File: config.mk
export PLATFORM = sky130hd
export DESIGN_NAME = qr_v1_codeword_ecc_encoder
export DESIGN_NICKNAME = d
export VERILOG_FILES = /design/src/hw/rtl/qre_pkg.sv /design/src/hw/rtl/qre_cell.sv /design/src/hw/rtl/qre_rs_chain.sv /design/src/hw/rtl/qr_v1_codeword_ecc_encoder.sv
export SDC_FILE = /design/constraint.sdc
export NUM_CORES = 1
export LEC_CHECK = 0
export BUFFER_PORTS_ARGS = -buffer_cell sky130_fd_sc_hd__buf_2
export CORE_UTILIZATION = 50
export CTS_CLUSTER_SIZE = 30
export DETAILED_ROUTE_END_ITERATION = 8
export PLACE_DENSITY_LB_ADDON = 0.08
export SETUP_SLACK_MARGIN = 0.05
export SLEW_MARGIN = 20
export SYNTH_ARGS = -nofsm -noshare
export SYNTH_HDL_FRONTEND = slang
export SYNTH_HIERARCHICAL = 1
export SYNTH_SLANG_ARGS = --single-unit
File: constraint.sdc
create_clock -name clk -period 10.2 [get_ports clk]
set_clock_uncertainty 0.05 [all_clocks]
set_input_delay 0.51 -clock clk [delete_from_list [all_inputs] [get_ports clk]]
set_output_delay 0.51 -clock clk [all_outputs]
set_load 0.02 [all_outputs]
File: src/hw/rtl/qre_pkg.sv
// Shared types, constants and GF(256) helpers for the QR version 1 codeword encoder.
// No dependencies; used by qre_cell, qre_rs_chain and qr_v1_codeword_ecc_encoder.
package qre_pkg;

	localparam int NUM_ECC_MAX = 17;
	localparam int TOTAL_CAP_BITS = 208;
	localparam logic [8:0] GF_POLY = 9'h11D;
	localparam logic [14:0] FORMAT_XOR = 15'h5412;
	localparam logic [7:0] PAD_EVEN = 8'hEC;
	localparam logic [7:0] PAD_ODD = 8'h11;

	// Generator coefficients per level; unused cells get zero.
	localparam logic [7:0] GEN_TABLE [4][NUM_ECC_MAX] = '{
		'{8'hd8, 8'hc2, 8'h9f, 8'h6f, 8'hc7, 8'h5e, 8'h5f, 8'h71, 8'h9d, 8'hc1,
		  8'h00, 8'h00, 8'h00, 8'h00, 8'h00, 8'h00, 8'h00},
		'{8'h7f, 8'h7a, 8'h9a, 8'ha4, 8'h0b, 8'h44, 8'h75, 8'h00, 8'h00, 8'h00,
		  8'h00, 8'h00, 8'h00, 8'h00, 8'h00, 8'h00, 8'h00},
		'{8'h77, 8'h42, 8'h53, 8'h78, 8'h77, 8'h16, 8'hc5, 8'h53, 8'hf9, 8'h29,
		  8'h8f, 8'h86, 8'h55, 8'h35, 8'h7d, 8'h63, 8'h4f},
		'{8'h89, 8'h49, 8'he3, 8'h11, 8'hb1, 8'h11, 8'h34, 8'h0d, 8'h2e, 8'h2b,
		  8'h53, 8'h84, 8'h78, 8'h00, 8'h00, 8'h00, 8'h00}
	};

	typedef enum logic [2:0] {
		ST_RUN,
		ST_TERM,
		ST_FILL,
		ST_PAD,
		ST_ECC
	} state_t;

	typedef struct packed {
		logic       shift;
		logic       feed;
		logic       clear;
		logic [1:0] lvl;
		logic [7:0] data;
	} rs_ctrl_t;

	function automatic logic [1:0] level_of(input logic [14:0] fmt);
		logic [14:0] x;
		x = fmt ^ FORMAT_XOR;
		return x[14:13];
	endfunction

	function automatic logic [4:0] ecc_count(input logic [1:0] lvl);
		logic [4:0] c;
		case (lvl)
			2'd0: c = 5'd10;
			2'd1: c = 5'd7;
			2'd2: c = 5'd17;
			2'd3: c = 5'd13;
			default: c = 5'd10;
		endcase
		return c;
	endfunction

	function automatic logic [7:0] gf_mul(input logic [7:0] a, input logic [7:0] b);
		logic [7:0] r;
		r = 8'd0;
		for (int k = 7; k >= 0; k--) begin
			r = r[7] ? (8'({r, 1'b0}) ^ GF_POLY[7:0]) : 8'({r, 1'b0});
			if (b[k]) begin
				r = r ^ a;
			end
		end
		return r;
	endfunction

endpackage

File: src/hw/rtl/qre_cell.sv
// One remainder cell of the Reed-Solomon shift register.
// Depends on qre_pkg for rs_ctrl_t and gf_mul.
module qre_cell import qre_pkg::*; (
	input  logic       clk,
	input  logic       arst_n,
	input  rs_ctrl_t   ctrl,
	input  logic [7:0] factor,
	input  logic [7:0] coef,
	input  logic [7:0] next_val,
	output logic [7:0] val
);

	logic [7:0] val_q;

	always_ff @(posedge clk or negedge arst_n) begin
		if (!arst_n) begin
			val_q <= 8'd0;
		end else if (ctrl.clear) begin
			val_q <= 8'd0;
		end else if (ctrl.shift) begin
			// take the neighbor's byte, add this cell's generator term
			val_q <= next_val ^ gf_mul(coef, factor);
		end
	end

	assign val = val_q;

endmodule

File: src/hw/rtl/qre_rs_chain.sv
// Row of remainder cells forming the GF(256) Reed-Solomon division register.
// Depends on qre_pkg and qre_cell.
module qre_rs_chain import qre_pkg::*; (
	input  logic       clk,
	input  logic       arst_n,
	input  rs_ctrl_t   ctrl,
	output logic [7:0] head
);

	logic [7:0] r   [NUM_ECC_MAX];
	logic [7:0] nxt [NUM_ECC_MAX];
	logic [7:0] factor;

	// flush shifts with a zero factor
	assign factor = ctrl.feed ? (ctrl.data ^ r[0]) : 8'd0;
	assign head = r[0];

	for (genvar j = 0; j < NUM_ECC_MAX; j++) begin : g_cell
		if (j == NUM_ECC_MAX - 1) begin : g_top
			assign nxt[j] = 8'd0;
		end else begin : g_mid
			assign nxt[j] = r[j + 1];
		end

		qre_cell u_cell (
			.clk      (clk),
			.arst_n   (arst_n),
			.ctrl     (ctrl),
			.factor   (factor),
			.coef     (GEN_TABLE[ctrl.lvl][j]),
			.next_val (nxt[j]),
			.val      (r[j])
		);
	end

endmodule

File: src/hw/rtl/qr_v1_codeword_ecc_encoder.sv
// QR version 1 codeword encoder: bit packer, terminator/pad sequencer, RS remainder row.
// Throughput: one input word per cycle in ST_RUN while the output register is free; a
// completed data codeword is in the output register the cycle after its word is accepted.
// After the last word come the terminator, fill and pad codewords as due, then ecc_count
// ECC codewords; no input is taken meanwhile. Reset (arst_n low) clears all state but the
// output data/user/last registers, format_word 0. Depends on qre_pkg and qre_rs_chain.
module qr_v1_codeword_ecc_encoder import qre_pkg::*; (
	input  logic        clk,
	input  logic        arst_n,
	input  logic        cfg_we,
	input  logic [14:0] cfg_wdata,  // format_word
	input  logic        s_tvalid,
	output logic        s_tready,
	input  logic [15:0] s_tdata,    // [7:0] payload_bits, [11:8] bit_count, rest zero
	input  logic        s_tlast,    // last_item
	output logic        m_tvalid,
	input  logic        m_tready,
	output logic [7:0]  m_tdata,    // [7:0] codeword
	output logic [1:0]  m_tuser,    // [0] is_ecc, [1] status
	output logic        m_tlast     // last_result
);

	state_t state_q, state_d;

	logic [14:0] fmt_q;
	logic [7:0]  acc_q, acc_d;
	logic [2:0]  abits_q, abits_d;
	logic [7:0]  total_q, total_d;
	logic [4:0]  sent_q, sent_d;
	logic        ovf_q, ovf_d;
	logic        pad_q, pad_d;
	logic [4:0]  eidx_q, eidx_d;

	logic        m_valid_q;
	logic [7:0]  m_data_q;
	logic [1:0]  m_user_q;
	logic        m_last_q;

	logic        emit;
	logic [7:0]  e_word;
	logic        e_ecc, e_status, e_last;

	logic [1:0]  lvl;
	logic [4:0]  deg;
	logic [7:0]  cap_bits;
	logic [4:0]  cap_cw;
	logic        slot;
	logic        accept;

	logic [3:0]  n;
	logic [8:0]  sum9;
	logic        over;
	logic [7:0]  mask8;
	logic [15:0] w16;
	logic [3:0]  tot;
	logic        full;
	logic [2:0]  shr;
	logic [7:0]  run_byte;
	logic [7:0]  rem_mask;

	logic [7:0]  room;
	logic [3:0]  term;
	logic [3:0]  zbits;
	logic [7:0]  head;

	rs_ctrl_t    rs_ctrl;

	assign lvl      = level_of(fmt_q);
	assign deg      = ecc_count(lvl);
	assign cap_bits = 8'(TOTAL_CAP_BITS - 8 * int'(deg));
	assign cap_cw   = 5'(TOTAL_CAP_BITS / 8 - int'(deg));
	assign slot     = !m_valid_q || m_tready;
	assign s_tready = (state_q == ST_RUN) && slot;
	assign accept   = s_tvalid && s_tready;

	// pack the incoming bits behind the held ones
	assign n        = s_tdata[11] ? 4'd8 : s_tdata[11:8];
	assign sum9     = {1'b0, total_q} + {5'd0, n};
	assign over     = sum9 > {1'b0, cap_bits};
	assign mask8    = 8'((9'd1 << n) - 9'd1);
	assign w16      = ({8'd0, acc_q} << n) | {8'd0, s_tdata[7:0] & mask8};
	assign tot      = {1'b0, abits_q} + n;
	assign full     = tot[3];
	assign shr      = tot[2:0];
	assign run_byte = 8'(w16 >> shr);
	assign rem_mask = 8'((9'd1 << shr) - 9'd1);

	assign room  = cap_bits - total_q;
	assign term  = (room > 8'd4) ? 4'd4 : room[3:0];
	assign zbits = {1'b0, abits_q} + term;

	always_comb begin
		state_d = state_q;
		case (state_q)
			ST_RUN: begin
				if (accept && s_tlast && !(ovf_q || over)) begin
					state_d = ST_TERM;
				end
			end
			ST_TERM: begin
				if (slot) begin
					state_d = (zbits > 4'd8) ? ST_FILL : ST_PAD;
				end
			end
			ST_FILL: begin
				if (slot) begin
					state_d = ST_PAD;
				end
			end
			ST_PAD: begin
				if (sent_q >= cap_cw) begin
					state_d = ST_ECC;
				end
			end
			ST_ECC: begin
				if (slot && (eidx_q + 5'd1 == deg)) begin
					state_d = ST_RUN;
				end
			end
			default: state_d = ST_RUN;
		endcase
	end

	always_comb begin
		emit     = 1'b0;
		e_word   = 8'd0;
		e_ecc    = 1'b0;
		e_status = 1'b0;
		e_last   = 1'b0;
		rs_ctrl  = '{shift: 1'b0, feed: 1'b0, clear: 1'b0, lvl: lvl, data: 8'd0};
		acc_d    = acc_q;
		abits_d  = abits_q;
		total_d  = total_q;
		sent_d   = sent_q;
		ovf_d    = ovf_q;
		pad_d    = pad_q;
		eidx_d   = eidx_q;

		case (state_q)
			ST_RUN: begin
				if (accept) begin
					if (!ovf_q && !over) begin
						total_d = sum9[7:0];
						if (full) begin
							emit          = 1'b1;
							e_word        = run_byte;
							rs_ctrl.shift = 1'b1;
							rs_ctrl.feed  = 1'b1;
							rs_ctrl.data  = run_byte;
							sent_d        = sent_q + 5'd1;
							acc_d         = w16[7:0] & rem_mask;
							abits_d       = shr;
						end else begin
							acc_d   = w16[7:0];
							abits_d = tot[2:0];
						end
					end else begin
						ovf_d = 1'b1;
						if (s_tlast) begin
							// single status word, then start a fresh symbol
							emit          = 1'b1;
							e_status      = 1'b1;
							e_last        = 1'b1;
							rs_ctrl.clear = 1'b1;
							acc_d         = 8'd0;
							abits_d       = 3'd0;
							total_d       = 8'd0;
							sent_d        = 5'd0;
							ovf_d         = 1'b0;
							pad_d         = 1'b0;
							eidx_d        = 5'd0;
						end
					end
				end
			end
			ST_TERM: begin
				if (slot && zbits != 4'd0) begin
					emit          = 1'b1;
					e_word        = 8'(acc_q << (4'd8 - {1'b0, abits_q}));
					rs_ctrl.shift = 1'b1;
					rs_ctrl.feed  = 1'b1;
					rs_ctrl.data  = e_word;
					sent_d        = sent_q + 5'd1;
					acc_d         = 8'd0;
					abits_d       = 3'd0;
				end
			end
			ST_FILL: begin
				if (slot) begin
					emit          = 1'b1;
					rs_ctrl.shift = 1'b1;
					rs_ctrl.feed  = 1'b1;
					sent_d        = sent_q + 5'd1;
				end
			end
			ST_PAD: begin
				if (sent_q < cap_cw && slot) begin
					emit          = 1'b1;
					e_word        = pad_q ? PAD_ODD : PAD_EVEN;
					rs_ctrl.shift = 1'b1;
					rs_ctrl.feed  = 1'b1;
					rs_ctrl.data  = e_word;
					sent_d        = sent_q + 5'd1;
					pad_d         = !pad_q;
				end
			end
			ST_ECC: begin
				if (slot) begin
					emit          = 1'b1;
					e_word        = head;
					e_ecc         = 1'b1;
					rs_ctrl.shift = 1'b1;
					eidx_d        = eidx_q + 5'd1;
					if (eidx_q + 5'd1 == deg) begin
						e_last        = 1'b1;
						rs_ctrl.clear = 1'b1;
						acc_d         = 8'd0;
						abits_d       = 3'd0;
						total_d       = 8'd0;
						sent_d        = 5'd0;
						ovf_d         = 1'b0;
						pad_d         = 1'b0;
						eidx_d        = 5'd0;
					end
				end
			end
			default: begin
				emit = 1'b0;
			end
		endcase
	end

	always_ff @(posedge clk or negedge arst_n) begin
		if (!arst_n) begin
			state_q <= ST_RUN;
			fmt_q   <= 15'd0;
			acc_q   <= 8'd0;
			abits_q <= 3'd0;
			total_q <= 8'd0;
			sent_q  <= 5'd0;
			ovf_q   <= 1'b0;
			pad_q   <= 1'b0;
			eidx_q  <= 5'd0;
		end else begin
			state_q <= state_d;
			if (cfg_we) begin
				fmt_q <= cfg_wdata;
			end
			acc_q   <= acc_d;
			abits_q <= abits_d;
			total_q <= total_d;
			sent_q  <= sent_d;
			ovf_q   <= ovf_d;
			pad_q   <= pad_d;
			eidx_q  <= eidx_d;
		end
	end

	// output word register
	always_ff @(posedge clk or negedge arst_n) begin
		if (!arst_n) begin
			m_valid_q <= 1'b0;
		end else if (emit) begin
			m_valid_q <= 1'b1;
		end else if (m_tready) begin
			m_valid_q <= 1'b0;
		end
	end

	always_ff @(posedge clk) begin
		if (emit) begin
			m_data_q <= e_word;
			m_user_q <= {e_status, e_ecc};
			m_last_q <= e_last;
		end
	end

	qre_rs_chain u_rs_chain (
		.clk    (clk),
		.arst_n (arst_n),
		.ctrl   (rs_ctrl),
		.head   (head)
	);

	assign m_tvalid = m_valid_q;
	assign m_tdata  = m_data_q;
	assign m_tuser  = m_user_q;
	assign m_tlast  = m_last_q;

endmodule

==> results.yml <==
status:
  status: "finished, final reports clean"
cells_and_area:
  nNetsFinal: 4056
  diodes: 0
  fill_cells: 6329
  final-seq-area_sq_um: 4660
  stdcell_count: 4839
  drive_above_1_share_pct: 8.53
  syn_to_final_growth_pct: 2.40
  multi_input_area_sq_um: 26000
timing:
  fin_crit_sh_pct: 77.5
  layout_min_cycle_time_ns: 7.90
  finalHoldViolations: 0
  setup_viol: 0
  finalMaxSlewViolations: 0
  slew_headroom_pct: 30.0
  rsz0062_at_grt: "no"
  fmaxAchievable_ghz: 0.127
  worst_slew_pin_slew_ns: 1.04
  hold-worst-slack_ns: 0.148
  fin_tns_setup_ns: 0
placed_design:
  dpl.hpwl_microns: 48700
  post-place-cells: 4806
  routabilityCongestion: 0.893
  io_buffers: 32
global_routing:
  antenna_found_initial: 0
  grt_max_degree: 177
  grt_first_pass_wirelength_microns: 131000
  grt_pass1_vias: 24100
  grt.total_usage_pct: 23.9
  overflow: 0
clock_tree:
  clockBufferDepth: 2
  cts_buffers: 17
  cts_resized: 0
  clock_sink_count: 184
  clock_latency_ns: 0.52
  htree_levels: 4
  cts_tree: "yes"
  cts_setup_buffers: 0
  ctsRootBufferMaster: "clkbuf_16"
  clkTransAtPathRegs_ns: 0.08
synth:
  yosysMostFrequentCell: "nand2_1"
  synthTopCellsByArea: "xnor2_1 (22%), dfrtp_1 (13%), nand2_1 (11%), xor2_1 (5.0%), xnor3_1 (4.7%)"
  synthArstFlopShare_pct: 94.0
  synth_cell_types: 85
  yosys_most_used_dff: "dfrtp_1"
  synth_top_area_share_pct: 22.3
  synth-edff-count: 11
  ys_seq_elements: 184
  syn_area_sq_um: 32700
  yosysTopAreaCell: "xnor2_1"
  synthTopCellsByCount: "nand2_1 (987), xnor2_1 (833), nor2_1 (231)"
  synth_cells: 4132
  ys_warn_count: 6
  yosysSeqAreaShare_pct: 14.2
  syn_avg_cell_area_sq_um: 7.92
detailed_routing:
  vias: 25600
  drt_pre_antenna_iters: 6
  route.detailed.drc: 0
  vias_per_cell: 5.30
  routed_wl_microns: 78400
  drt_iter0_markers: 1623
  wl_per_cell_microns: 16.2
  drtAntennaViolNets: 0
floorplanning:
  ios: 50
  die_h_microns: 258
  rows: 93
  die_w_microns: 258
  core_sq_um: 64600
  die-area_sq_um: 66500
  initial_core_util_pct: 50.7
critical_path:
  max_stage_delay_ns: 0.59
  crit_top_cell: "xnor2_1"
  cp_slowest_cell: "a2111oi_2"
  path_max_fanout: 86
  crit_path_start_kind: "flop"
  arrival_ns: 8.27
  crit_type: "flop to flop"
  cp-end-kind: "flop"
  crit_required_ns: 10.57
run:
  drv_cap: 0
min_path:
  hold_class: "input port to flop"
==> worst paths after layout <==
path | cells past startpoint | end | slack (ns) | from
max in group asynchronous | 3 | u_rs_chain/g_cell[1].u_cell/val[3] | 8.31 | arst_n
min in group asynchronous | 2 | u_rs_chain/g_cell[13].u_cell/val[6] | 0.47 | arst_n
worst max-delay path | 29 | u_rs_chain/g_cell[2].u_cell/val[5] | 2.30 | fmt_q[14]
worst min-delay path | 3 | fmt_q[14] | 0.15 | cfg_wdata[14]
worst min register to register | 2 | u_rs_chain/g_cell[8].u_cell/val[0] | 0.46 | u_rs_chain/g_cell[8].u_cell/val[0]
worst max register to register | 29 | u_rs_chain/g_cell[2].u_cell/val[5] | 2.30 | fmt_q[14]
==> registers in the layout, indices dropped and copies added (netlist names), 3 cells and up <==
| name | flops |
|---|---|
| abits_q | 3 |
| acc_q | 8 |
| eidx_q | 5 |
| m_tdata | 8 |
| sent_q | 5 |
| state_q | 3 |
| total_q | 8 |
| u_rs_chain/g_cell.u_cell/val | 136 |
==> cell usage in the layout (no fill, tap or decap), drive strengths merged, types with 9 or more instances in the layout <==
master  instances
xnor3          85
nand2b         68
conb          102
a211o           9
nor3           37
o22ai          24
ha             45
a21oi         156
or3b           20
a32oi          21
o21a           20
nor3b          17
o31ai          57
nand3          20
and2           10
nor4bb         36
o21ai          32
nand2         987
or2b           17
nor2          231
a31oi          10
a311oi         37
xor2          188
clkbuf         18
and3           40
inv           104
o211ai         11
a211oi         62
a221o          20
dfrtp         173
and3b          53
xnor2         935
mux2           37
buf            93
edfxtp         11
mux2i          72
a21o           30
==> area by class of cell <==
cell class | count | share of cell area (%)
inverters | 97 | 1.12
flip-flops and latches | 184 | 13.9
well taps | 855 | 3.19
clock inverters | 15 | 0.455
repair buffers | 95 | 2.59
clock buffers | 17 | 1.27
multi-input cells | 3576 | 77.5
==> timing repair <==
item | 4_1_cts | 5_1_grt
endpoints found under the setup margin | 0 | 0
endpoints found under the hold margin | 49 | 0
hold buffers | 1 | 0
==> stage by stage <==
stage          worst slack, ns  cell area (sq um)  util [%]
6_report                  2.30              33500      51.9
5_1_grt                   1.36              33500      51.9
4_1_cts                   2.22              33500      51.9
3_5_place_dp              2.07              32900      51.0
3_3_place_gp              2.12              32900      51.0
2_1_floorplan             2.17              33100         -
==> logic make-up (layout without fill, tap and decap cells) <==
kind of cell	Yosys count	after routing	share of synthesized area, %
fa+ha+maj	48	48	1.90
xor+xnor	1208	1208	38.9
other cells	2	102	0.0229
flops	184	184	14.2
compound gates	529	529	11.6
mux	111	111	3.81
buf+inv	472	224	7.81
simple gates	1578	1578	21.8
==> worst max-delay path: cells and delay by family, from the launching register on <==
kind	cells	cell delay, ns
XOR/XNOR	8	2.04
AO/OA/AOI/OAI	8	1.76
AND/OR/NAND/NOR	7	1.67
adder cells (fa/ha/maj)	3	0.96
buffers and inverters	3	0.83
flip-flops	1	0.47
==> routing by layer <==
metal / GRT usage (%) / routed length [microns] / vias to the layer above
li1: - / - / 13100
met1: 33.1 / 38800 / 12200
met3: 2.34 / 1970 / 45
met5: 0 / 0 / -
met2: 40.1 / 36800 / 307
met4: 4.93 / 821 / 0
Power is not shown: default switching activity piles up to over one toggle a cycle in this logic, so the estimate is an artifact.
